`src/sv/lhp_pkg.sv`:
```
// lhp_pkg: shared types, command codes, widths and states for the latency histogram core
// depends on nothing; used by lhp_ctrl, lhp_dpath and latency_histogram_percentile_core
`timescale 1ns / 1ps

package lhp_pkg;

	localparam int BUCKETS_DEF = 1024;

	// fraction scale: 10000 is one whole
	localparam int FRAC_W = 14;
	localparam logic [FRAC_W-1:0] FRAC_ONE = 14'd10000;

	// 32-bit count or bucket times a 14-bit fraction or scale
	localparam int PROD_W = 32 + FRAC_W;

	localparam int PB_W = 11;

	localparam logic [1:0] CMD_ADD   = 2'd0;
	localparam logic [1:0] CMD_CLEAR = 2'd1;
	localparam logic [1:0] CMD_QUERY = 2'd2;

	typedef struct packed {
		logic [1:0]        command;
		logic [31:0]       latency_value;
		logic [FRAC_W-1:0] fraction;
	} hist_cmd_t;

	typedef struct packed {
		logic [PB_W-1:0] percentile_bucket;
		logic [31:0]     peak_latency;
		logic [31:0]     sample_count;
		logic [63:0]     latency_sum;
		logic [31:0]     overflow_count;
	} hist_res_t;

	typedef enum logic [2:0] {
		ST_SWEEP_RST,
		ST_IDLE,
		ST_ADD_RD,
		ST_ADD_WR,
		ST_SWEEP_CLR,
		ST_Q_MUL,
		ST_Q_WALK,
		ST_FINISH
	} state_t;

	// controller to datapath
	typedef struct packed {
		logic load_in;
		logic add_rd;
		logic add_wr;
		logic clr_tot;
		logic sweep_en;
		logic walk_init;
		logic walk_en;
		logic ld_out;
	} ctl_t;

	// datapath to controller
	typedef struct packed {
		logic sweep_last;
		logic count_zero;
		logic walk_done;
		logic out_busy;
	} sts_t;

endpackage

```
`src/sv/lhp_ctrl.sv`:
```
// lhp_ctrl: sequencing state machine for add, clear, query and the clearing sweep
// depends on lhp_pkg
`timescale 1ns / 1ps

module lhp_ctrl (
	input  logic            clk,
	input  logic            arst_n,
	input  logic            cmd_valid,
	input  logic [1:0]      command,
	output logic            cmd_stall,
	output lhp_pkg::ctl_t   ctl,
	input  lhp_pkg::sts_t   sts
);

	lhp_pkg::state_t state_q, state_nx;

	always_ff @(posedge clk or negedge arst_n) begin
		if (!arst_n) begin
			state_q <= lhp_pkg::ST_SWEEP_RST;
		end else begin
			state_q <= state_nx;
		end
	end

	always_comb begin
		state_nx = state_q;
		unique case (state_q)
			lhp_pkg::ST_SWEEP_RST: begin
				if (sts.sweep_last) begin
					state_nx = lhp_pkg::ST_IDLE;
				end
			end
			lhp_pkg::ST_IDLE: begin
				if (cmd_valid) begin
					unique case (command)
						lhp_pkg::CMD_ADD:   state_nx = lhp_pkg::ST_ADD_RD;
						lhp_pkg::CMD_CLEAR: state_nx = lhp_pkg::ST_SWEEP_CLR;
						lhp_pkg::CMD_QUERY: state_nx = lhp_pkg::ST_Q_MUL;
						default:            state_nx = lhp_pkg::ST_FINISH;
					endcase
				end
			end
			lhp_pkg::ST_ADD_RD: begin
				state_nx = lhp_pkg::ST_ADD_WR;
			end
			lhp_pkg::ST_ADD_WR: begin
				state_nx = sts.out_busy ? lhp_pkg::ST_FINISH : lhp_pkg::ST_IDLE;
			end
			lhp_pkg::ST_SWEEP_CLR: begin
				if (sts.sweep_last) begin
					state_nx = lhp_pkg::ST_FINISH;
				end
			end
			lhp_pkg::ST_Q_MUL: begin
				state_nx = sts.count_zero ? lhp_pkg::ST_FINISH : lhp_pkg::ST_Q_WALK;
			end
			lhp_pkg::ST_Q_WALK: begin
				if (sts.walk_done) begin
					state_nx = lhp_pkg::ST_FINISH;
				end
			end
			lhp_pkg::ST_FINISH: begin
				if (!sts.out_busy) begin
					state_nx = lhp_pkg::ST_IDLE;
				end
			end
			default: state_nx = lhp_pkg::ST_IDLE;
		endcase
	end

	always_comb begin
		ctl       = '0;
		cmd_stall = 1'b1;
		unique case (state_q)
			lhp_pkg::ST_SWEEP_RST: begin
				ctl.sweep_en = 1'b1;
			end
			lhp_pkg::ST_IDLE: begin
				cmd_stall   = 1'b0;
				ctl.load_in = cmd_valid;
			end
			lhp_pkg::ST_ADD_RD: begin
				ctl.add_rd = 1'b1;
			end
			lhp_pkg::ST_ADD_WR: begin
				ctl.add_wr = 1'b1;
				ctl.ld_out = !sts.out_busy;
			end
			lhp_pkg::ST_SWEEP_CLR: begin
				ctl.sweep_en = 1'b1;
				ctl.clr_tot  = 1'b1;
			end
			lhp_pkg::ST_Q_MUL: begin
				ctl.walk_init = 1'b1;
			end
			lhp_pkg::ST_Q_WALK: begin
				ctl.walk_en = 1'b1;
			end
			lhp_pkg::ST_FINISH: begin
				ctl.ld_out = !sts.out_busy;
			end
			default: begin
				ctl = '0;
			end
		endcase
	end

endmodule

```
`config.mk`:
```
export PLATFORM = sky130hd
export DESIGN_NAME = lhp_ctrl
export DESIGN_NICKNAME = d
export VERILOG_FILES = /design/src/sv/lhp_pkg.sv /design/src/sv/lhp_ctrl.sv
export SDC_FILE = /design/constraint.sdc
export NUM_CORES = 1
export LEC_CHECK = 0
export ABC_CLOCK_PERIOD_IN_PS = 1300
export BUFFER_PORTS_ARGS = -buffer_cell sky130_fd_sc_hd__buf_2
export CAP_MARGIN = 20
export CORE_AREA = 10 10 47 49
export DETAILED_ROUTE_END_ITERATION = 10
export DIE_AREA = 0 0 57 59
export HOLD_SLACK_MARGIN = 0.03
export SYNTH_ARGS = -nofsm -noshare
export SYNTH_HDL_FRONTEND = slang
export SYNTH_SLANG_ARGS = --single-unit
```
`constraint.sdc`:
```
create_clock -name clk -period 1.3 [get_ports clk]
set_input_delay 0.065 -clock clk [delete_from_list [all_inputs] [get_ports clk]]
set_output_delay 0.065 -clock clk [all_outputs]
set_load 0.03 [all_outputs]
```
==> out/qor.csv, run 1 <==
stage,metric,value,unit
status,status,"finished, violations left",
status,failing checks,negative setup slack,
setup_path,Critical Path Max Stage Delay,370,ps
placed_design,Port-buffer cells,17,
synth,synth unique cells,25,
final_layout,"most common cell after layout, fill and taps aside",buf_4,
clocking,clock latency on the worst-skew pair,230,ps
route,DRT iter0 DRCs,1,
final_layout,Total Nets Final,86,
route,Total Routed Length,969,um
placed_design,worst slack at placement,-79.9,ps
die,row cnt,14,
route,DR WL/cell,10.9,um
sta,final slew viol count,0,
setup_path,cell family with the largest share of critical-path delay,simple AND/OR/NAND/NOR gates,
final_layout,Reg with most FFs,state_q,
final_layout,Non-Filler Instances,89,
placed_design,placed inst area,514,sq um
synth,Mapped Cells,44,
sta,TNS Setup,-532,ps
setup_path,most frequent CP cell,buf_6,
route,ANT nets after route,0,
global_routing,total global routing track utilization,5.68,%
setup_path,"Slowest-stage cell, CP",dfrtp_1,
setup_path,Critical Path Fanout Max,2,
setup_path,CP Buf/Inv Count,2,
final_layout,Final Cell Area,676,sq um
synth,Syn Nets,56,
global_routing,first-pass GRT wire length,1.63,mm
job,max-cap violations,0,
clocking,Worst-path clk slew,40,ps
final_layout,Syn-to-layout area delta,75.3,%
sta,period utilisation layout,114,%
route,DR DRC count,0,
clocking,CTS root buffer,clkbuf_4,
die,Die Area,3360,sq um
clocking,total CTS buffers,3,
placed_design,routability cong.,0.734,
clocking,CTS tree,built,
clocking,Clock Sinks,3,
global_routing,vias in the first global route,409,
global_routing,largest net degree at the start of global routing,9,
global_routing,final global-route overflow total,0,
synth,synth warn,0,
clocking,CTS H-tree lvls,1,
synth,register area share after synthesis,19.5,%
setup_path,startpoint types,register,
sta,Tmin final,1480,ps
final_layout,Largest regs,state_q (3),
placed_design,Post-DP HPWL,775,um
hold_path,worst hold path type,input pin to asynchronous set/reset pin,
route,Pre-antenna DRT Iters,2,
final_layout,Fill cells,162,
sta,RSZ-0062 raised after global routing,yes,
power,static leakage,0.342,nW
sta,Worst-Margin Slew,216,ps
die,io pins,18,
global_routing,initial antenna violation count,0,
sta,max frequency,0.677,GHz
synth,"flops & latches, synth",3,
route,vias,399,
final_layout,share of layout cells above drive strength 1,68.5,%
power,PwrDens,2260,nW/um^2
synth,mapped cell area,385,sq um
clocking,Longest Clk Path Bufs,2,
route,via/cell ratio,4.48,
power,Peak VDD IR,931,uV
final_layout,n_diodes,0,
synth,syn_area_per_cell,8.76,sq um
die,Die Wd,57,um
setup_path,crit-path cells,and2b_4 -> buf_6 -> or2b_1 -> nor2_2 -> buf_6,
setup_path,crit path kind,register to output pin,
die,Die Span Y,59,um
setup_path,Worst EP required,1240,ps
sta,final count of negative-setup-slack endpoints,4,
placed_design,placed cells,80,
setup_path,CP arrival,1410,ps
final_layout,max reg flops,3,
sta,clk_skew,4.43,ps
power,total power,0.00153,W
sta,final hold violations,0,
setup_path,CP endpoint kind,output pin,
sta,final setup margin,-176,ps
die,core area,1400,sq um
die,Initial Util,27.5,%
sta,Slew HR,85.5,%
final_layout,"commonest cells after routing, fill and taps aside","10 x buf_4, 9 x buf_2, 8 x buf_6",
per-layer routing:
layer / track usage [%] / wire length, um / vias to the layer above
met3: 1.07 / 62 / 2
met4: 4.03 / 17 / 0
met2: 9.77 / 508 / 15
met5: 0 / 0 / -
li1: - / - / 201
met1: 6.12 / 380 / 181
report_power, final:
part           leakage [nW]  internal, W  switching (W)
Sequential           0.0314     0.000141      0.0000433
Combinational         0.295     0.000620       0.000558
Clock                0.0150     0.000115      0.0000482
Total                 0.342     0.000876       0.000649
stage by stage:
step	utilization [%]	hold WS (ps)
6_report	48.2	153
5_1_grt	48.2	155
4_1_cts	44.5	150
3_5_place_dp	36.7	-137
3_3_place_gp	36.7	-139
2_1_floorplan	-	-231
path summary, 6_finish.rpt:
kind / from / to / slack (ps) / cells after the start
worst max-delay path: state_q[1]$_DFFE_PN0P_ / ctl[7] / -180 / 5
worst min-delay path: arst_n / state_q[2]$_DFFE_PN0P_ / 150 / 2
worst max register to register: state_q[0]$_DFFE_PN0P_ / state_q[2]$_DFFE_PN0P_ / -120 / 5
worst min register to register: state_q[0]$_DFFE_PN0P_ / state_q[0]$_DFFE_PN0P_ / 760 / 3
max in group asynchronous: arst_n / state_q[2]$_DFFE_PN0P_ / 1030 / 2
min in group clk: sts[3] / state_q[1]$_DFFE_PN0P_ / 230 / 4
logic make-up (layout without fill, tap and decap cells):
group	count (synthesis)	after routing	synth area share [%]
buffers and inverters	6	35	9.09
and+or+nand+nor	24	24	43.5
AOI/OAI and AO/OA	6	6	10.4
DFF	3	3	19.5
muxes	2	2	7.79
adders and majority gates	3	3	9.74
synth_stat cells, drive strengths merged:
master / instances / area, sq um
nor3: 4 / 31.3
inv: 3 / 11.3
and3b: 1 / 8.76
nor2b: 5 / 46.3
buf: 3 / 23.8
and2b: 1 / 10.0
nor3b: 2 / 15.0
nor2: 5 / 18.8
a21o: 1 / 8.76
or2b: 1 / 7.51
a31oi: 2 / 12.5
mux2: 2 / 30.0
nand2b: 2 / 12.5
o21ai: 1 / 5.00
dfrtp: 3 / 75.1
ha: 3 / 37.5
and2: 1 / 7.51
nand2: 2 / 10.0
a21oi: 2 / 13.8
final cells by class:
type	instances	area, sq um	area share, %
multi-input combinational	35	322	47.6
timing repair buffer	28	220	32.6
sequential	3	76.3	11.3
clock buffer	4	26.3	3.89
tap	16	20.0	2.96
inverter	3	11.3	1.67
repair_timing:
action,CTS,global route
resized for setup,13,16
setup endpoints to repair,6,12
setup buffers,3,1
hold endpoints to repair,3,0
hold buffers,1,0
pin swaps,1,6
No activity file was read; power rests on OpenSTA's default activity.
==> inputs of run 2 (changes only) <==
- RECOVER_POWER: unset -> 100
==> out/qor.csv, run 2 (same netlist as run 1, synthesis figures left out) <==
stage,metric,value,unit,change
status,status,"finished, violations left",,unchanged
power,static leakage,0.337,nW,was 0.342 nW
setup_path,crit path kind,register to output pin,,unchanged
clocking,CTS H-tree lvls,1,,unchanged
status,failing checks,negative setup slack,,unchanged
setup_path,Critical Path Max Stage Delay,370,ps,about the same
sta,RSZ-0062 raised after global routing,yes,,unchanged
die,Initial Util,27.5,%,unchanged
clocking,total CTS buffers,3,,unchanged
final_layout,share of layout cells above drive strength 1,67.1,%,was 68.5%
sta,Hold WS,164,ps,was 153 ps
global_routing,total global routing track utilization,5.68,%,unchanged
route,Total Routed Length,967,um,was 969 um
power,power share of the combinational group,77.2,%,about the same
power,Sw Share,42.7,%,was 42.6%
final_layout,Reg with most FFs,state_q,,unchanged
global_routing,largest net degree at the start of global routing,9,,unchanged
sta,period utilisation layout,114,%,about the same
clocking,CTS tree,built,,unchanged
setup_path,Reg2Reg Setup Slack,-100,ps,was -120 ps
die,core area,1400,sq um,unchanged
placed_design,worst slack at placement,-79.9,ps,unchanged
clocking,Clock Sinks,3,,unchanged
route,DR DRC count,0,,unchanged
sta,clk_skew,4.43,ps,about the same
final_layout,Total Nets Final,86,,unchanged
power,total power,0.00152,W,was 0.00153 W
route,ANT nets after route,0,,unchanged
setup_path,CP arrival,1410,ps,about the same
power,Peak VDD IR,908,uV,was 931 uV
placed_design,routability cong.,0.734,,unchanged
power,P_sw,0.000648,W,was 0.000649 W
final_layout,"most common cell after layout, fill and taps aside",buf_4,,unchanged
route,vias,398,,was 399
sta,Slew HR,85.5,%,unchanged
sta,Tmin final,1480,ps,about the same
clocking,Worst-path clk slew,40,ps,about the same
placed_design,Post-DP HPWL,775,um,unchanged
power,Clock power frac,10.8,%,was 10.7%
die,Die Area,3360,sq um,unchanged
placed_design,placed cells,80,,unchanged
setup_path,startpoint types,register,,unchanged
die,Die Wd,57,um,unchanged
route,via/cell ratio,4.47,,was 4.48
clocking,Longest Clk Path Bufs,2,,unchanged
sta,Worst-Margin Slew,216,ps,unchanged
global_routing,first-pass GRT wire length,1.63,mm,unchanged
final_layout,max reg flops,3,,unchanged
power,sequential power share,12.0,%,was 12.1%
global_routing,vias in the first global route,409,,unchanged
setup_path,most frequent CP cell,buf_6,,unchanged
sta,final hold violations,0,,unchanged
sta,final setup margin,-177,ps,was -176 ps
final_layout,"commonest cells after routing, fill and taps aside","11 x buf_4, 8 x buf_2, 7 x buf_6",,"was 10 x buf_4, 9 x buf_2, 8 x buf_6"
sta,final count of negative-setup-slack endpoints,5,,was 4
route,Pre-antenna DRT Iters,2,,unchanged
hold_path,worst hold path type,input pin to asynchronous set/reset pin,,unchanged
route,DR WL/cell,10.9,um,about the same
setup_path,Critical Path Fanout Max,2,,unchanged
clocking,clock latency on the worst-skew pair,230,ps,about the same
job,max-cap violations,0,,unchanged
sta,final slew viol count,0,,unchanged
final_layout,Non-Filler Instances,89,,unchanged
die,Die Span Y,59,um,unchanged
final_layout,Largest regs,state_q (3),,unchanged
die,row cnt,14,,unchanged
power,PwrDens,2260,nW/um^2,about the same
clocking,CTS root buffer,clkbuf_4,,unchanged
power,Power Internal,0.000870,W,was 0.000876 W
die,io pins,18,,unchanged
global_routing,final global-route overflow total,0,,unchanged
final_layout,n_diodes,0,,unchanged
sta,max frequency,0.677,GHz,about the same
setup_path,crit-path cells,and2b_4 -> buf_6 -> or2b_1 -> nor2_2 -> buf_6,,unchanged
setup_path,"Slowest-stage cell, CP",dfrtp_1,,unchanged
setup_path,CP endpoint kind,output pin,,unchanged
route,DRT iter0 DRCs,1,,unchanged
global_routing,initial antenna violation count,0,,unchanged
placed_design,Port-buffer cells,17,,unchanged
setup_path,Worst EP required,1240,ps,about the same
final_layout,Syn-to-layout area delta,74.0,%,was 75.3%
-- run 2: cell count changes in the layout (fill, tap and decap cells not counted) --
| cell | previous run | this run |
|---|---|---|
| buf_6 | 8 | 7 |
| buf_2 | 9 | 8 |
| buf_4 | 10 | 11 |
| clkbuf_1 | 1 | 2 |
-- run 2: repair_timing --
| action | CTS | global route |
|---|---|---|
| pin swaps | 1 | 6 |
| resized for setup | 13 | 16 |
| hold endpoints to repair | 3 | 0 |
| hold buffers | 1 | 0 |
| buffers inserted | 3 | 1 |
| setup endpoints to repair | 6 | 12 |
-- run 2: layer usage --
layer  up-vias  track usage, %  routed length, um
met4         0            4.03                 17
met3         2            1.07                 62
met5         -               0                  0
li1        201               -                  -
met2        15            9.77                507
met1       180            6.12                379
-- run 2: power by group through the flow --
stage | logic, W | clock network, W | registers [W]
floorplan | 0.000702 | 0 | 0.000173
global placement | 0.000895 | 0 | 0.000197
detailed placement | 0.000909 | 0 | 0.000198
CTS | 0.00108 | 0.000169 | 0.000180
global route | 0.00127 | 0.000170 | 0.000192
finish | 0.00117 | 0.000163 | 0.000183
-- run 2: worst paths after layout --
kind	startpoint	to	cells past startpoint
max in group asynchronous	arst_n	state_q[2]$_DFFE_PN0P_	2
min reg2reg	state_q[0]$_DFFE_PN0P_	state_q[0]$_DFFE_PN0P_	3
max reg2reg	state_q[0]$_DFFE_PN0P_	state_q[2]$_DFFE_PN0P_	5
min	arst_n	state_q[0]$_DFFE_PN0P_	2
max	state_q[1]$_DFFE_PN0P_	ctl[7]	5
min in group clk	sts[3]	state_q[1]$_DFFE_PN0P_	4
-- run 2: metrics by stage --
step	utilization, %	cell area (sq um)	TNS [ps]
after CTS	44.5	623	-577
after global placement	36.7	514	-64.2
after detailed placement	36.7	514	-210
after floorplan	-	388	-224
after global routing	47.9	671	-1010
final	47.9	671	-502
-- run 2: cell type report --
type                            count  area [sq um]
Fill cell                         165           731
Multi-Input combinational cell     35           322
Timing Repair Buffer               28           215
Sequential cell                     3          76.3
Clock buffer                        4          26.3
Tap cell                           16          20.0
Inverter                            3          11.3
-- run 2: worst max-delay path, delay by kind of cell, from the launching register on --
family	cells	cell delay (ps)
DFF	1	370
and+or+nand+nor	3	590
buffers and inverters	2	220
==> inputs of run 3 (changes only) <==
- BUFFER_PORTS_ARGS: -buffer_cell sky130_fd_sc_hd__buf_2 -> unset
- DONT_BUFFER_PORTS: unset -> 1
- SKIP_CTS_REPAIR_TIMING: unset -> 1
==> out/qor.csv, run 3 (same netlist as run 1, synthesis figures left out) <==
stage,metric,value,unit,change
status,status,"finished, violations left",,unchanged
status,failing checks,negative setup slack,,unchanged
setup_path,"Slowest-stage cell, CP",dfrtp_1,,unchanged
global_routing,total global routing track utilization,5.64,%,was 5.68%
die,io pins,18,,unchanged
setup_path,FF-to-FF path depth,6,,was 5
setup_path,Critical Path Fanout Max,3,,was 2
clocking,Longest Clk Path Bufs,2,,unchanged
final_layout,Reg with most FFs,state_q,,unchanged
sta,final setup margin,-193,ps,was -177 ps
setup_path,reg2reg start,state_q[0]$_DFFE_PN0P_,,unchanged
sta,Slew HR,85.7,%,was 85.5%
sta,Worst-Margin Slew,214,ps,was 216 ps
sta,Tmin final,1490,ps,was 1480 ps
final_layout,"most common cell after layout, fill and taps aside",buf_4,,unchanged
clocking,total CTS buffers,3,,unchanged
final_layout,Largest regs,state_q (3),,unchanged
sta,RSZ-0062 raised after global routing,yes,,unchanged
final_layout,share of layout cells above drive strength 1,67.2,%,was 67.1%
route,vias,375,,was 398
power,static leakage,0.313,nW,was 0.337 nW
die,Die Span Y,59,um,unchanged
clocking,Worst-path clk slew,40,ps,about the same
clocking,CTS H-tree lvls,1,,unchanged
die,core area,1400,sq um,unchanged
global_routing,met1 Use GR,5.51,%,was 6.12%
sta,final count of negative-setup-slack endpoints,8,,was 5
setup_path,crit-path cells,and2b_4 -> buf_6 -> or2b_1 -> nor2_2 -> buf_6,,unchanged
job,max-cap violations,0,,unchanged
clocking,clock latency on the worst-skew pair,240,ps,was 230 ps
global_routing,largest net degree at the start of global routing,9,,unchanged
setup_path,Reg2Reg Setup Slack,-40,ps,was -100 ps
die,Die Area,3360,sq um,unchanged
route,Pre-antenna DRT Iters,1,,was 2
global_routing,vias in the first global route,345,,was 409
route,via/cell ratio,4.69,,was 4.47
route,DR DRC count,0,,unchanged
global_routing,final global-route overflow total,0,,unchanged
placed_design,Port-buffer cells,0,,was 17
hold_path,worst hold path type,input pin to asynchronous set/reset pin,,unchanged
sta,period utilisation layout,115,%,was 114%
setup_path,RR Endpoint,state_q[1]$_DFFE_PN0P_,,was state_q[2]$_DFFE_PN0P_
clocking,CTS root buffer,clkbuf_4,,unchanged
setup_path,crit path kind,register to output pin,,unchanged
sta,final hold violations,0,,unchanged
die,row cnt,14,,unchanged
placed_design,Post-DP HPWL,771,um,was 775 um
global_routing,first-pass GRT wire length,1.46,mm,was 1.63 mm
global_routing,met2 usage,8.06,%,was 9.77%
route,DRT iter0 DRCs,0,,was 1
placed_design,worst slack at placement,-64.0,ps,was -79.9 ps
final_layout,max reg flops,3,,unchanged
power,Peak VDD IR,925,uV,was 908 uV
final_layout,Multi-input gate area,323,sq um,was 322 sq um
final_layout,n_diodes,0,,unchanged
setup_path,CP endpoint kind,output pin,,unchanged
die,Die Wd,57,um,unchanged
clocking,Clock Sinks,3,,unchanged
final_layout,sequential cell area,76.3,sq um,unchanged
final_layout,Total Nets Final,77,,was 86
placed_design,routability cong.,0.732,,was 0.734
route,DR WL/cell,12.9,um,was 10.9 um
power,PwrDens,2400,nW/um^2,was 2260 nW/um^2
setup_path,Critical Path Max Stage Delay,360,ps,was 370 ps
setup_path,startpoint types,register,,unchanged
sta,final slew viol count,0,,unchanged
final_layout,"commonest cells after routing, fill and taps aside","11 x buf_4, 5 x buf_6",,"was 11 x buf_4, 8 x buf_2, 7 x buf_6"
global_routing,gr busiest metal,met2,,unchanged
sta,clk_skew,6.46,ps,was 4.43 ps
sta,max frequency,0.670,GHz,was 0.677 GHz
sta,TNS Setup,-471,ps,was -502 ps
global_routing,GR Layer Usage met3,3.00,%,was 1.07%
final_layout,Fill cells,157,,was 165
setup_path,Worst EP required,1240,ps,about the same
clocking,CTS tree,built,,unchanged
setup_path,most frequent CP cell,buf_6,,unchanged
setup_path,CP arrival,1430,ps,was 1410 ps
route,Total Routed Length,1.03,mm,was 967 um
final_layout,Syn-to-layout area delta,64.6,%,was 74.0%
route,ANT nets after route,0,,unchanged
global_routing,initial antenna violation count,0,,unchanged
die,Initial Util,27.5,%,unchanged
run 3: cell types whose count changed in the layout (fill, tap and decap cells not counted), sizes merged:
cell / delta
buf: -9
run 3: through the flow:
step	power [W]	area [sq um]	utilization, %	hold WS [ps]	std cells
final	0.00152	634	45.3	74.0	80
after global routing	0.00163	634	45.3	82.5	80
after CTS	0.00130	515	36.8	-486	75
after detailed placement	0.00113	489	34.9	-230	71
after global placement	0.00112	489	34.9	-231	71
after floorplan	0.000875	388	-	-231	44
run 3: worst max-delay path by stage:
stage	startpoint	end	slack, ps
after floorplan	state_q[0]$_DFFE_PN0P_	ctl[6]	-70
after global placement	state_q[0]$_DFFE_PN0P_	state_q[2]$_DFFE_PN0P_	-20
after detailed placement	state_q[0]$_DFFE_PN0P_	state_q[0]$_DFFE_PN0P_	-60
after CTS	state_q[1]$_DFFE_PN0P_	ctl[7]	-270
after global routing	state_q[1]$_DFFE_PN0P_	ctl[7]	-240
final	state_q[1]$_DFFE_PN0P_	ctl[7]	-190
run 3: layer usage:
metal,part of all wire (%),vias to the layer above
li1,-,184
met1,38,168
met2,47,18
met3,10,5
met4,4.8,0
met5,0,-
run 3: final cells by class:
cell class	instances	area share (%)
clock buffers	4	4.14
inverters	3	1.78
flip-flops and latches	3	12.0
repair buffers	19	28.0
multi-input cells	35	50.9
well taps	16	3.16
run 3: worst max-delay path: cells and delay by family (launching register included):
kind | cells | cell delay [ps]
buffers and inverters | 2 | 220
DFF | 1 | 360
and+or+nand+nor | 3 | 610
run 3: where the power goes:
group / leakage [nW] / switching [W] / internal (W)
sequential: 0.0318 / 0.0000316 / 0.000139
combinational: 0.267 / 0.000552 / 0.000628
clock: 0.0150 / 0.0000537 / 0.000115
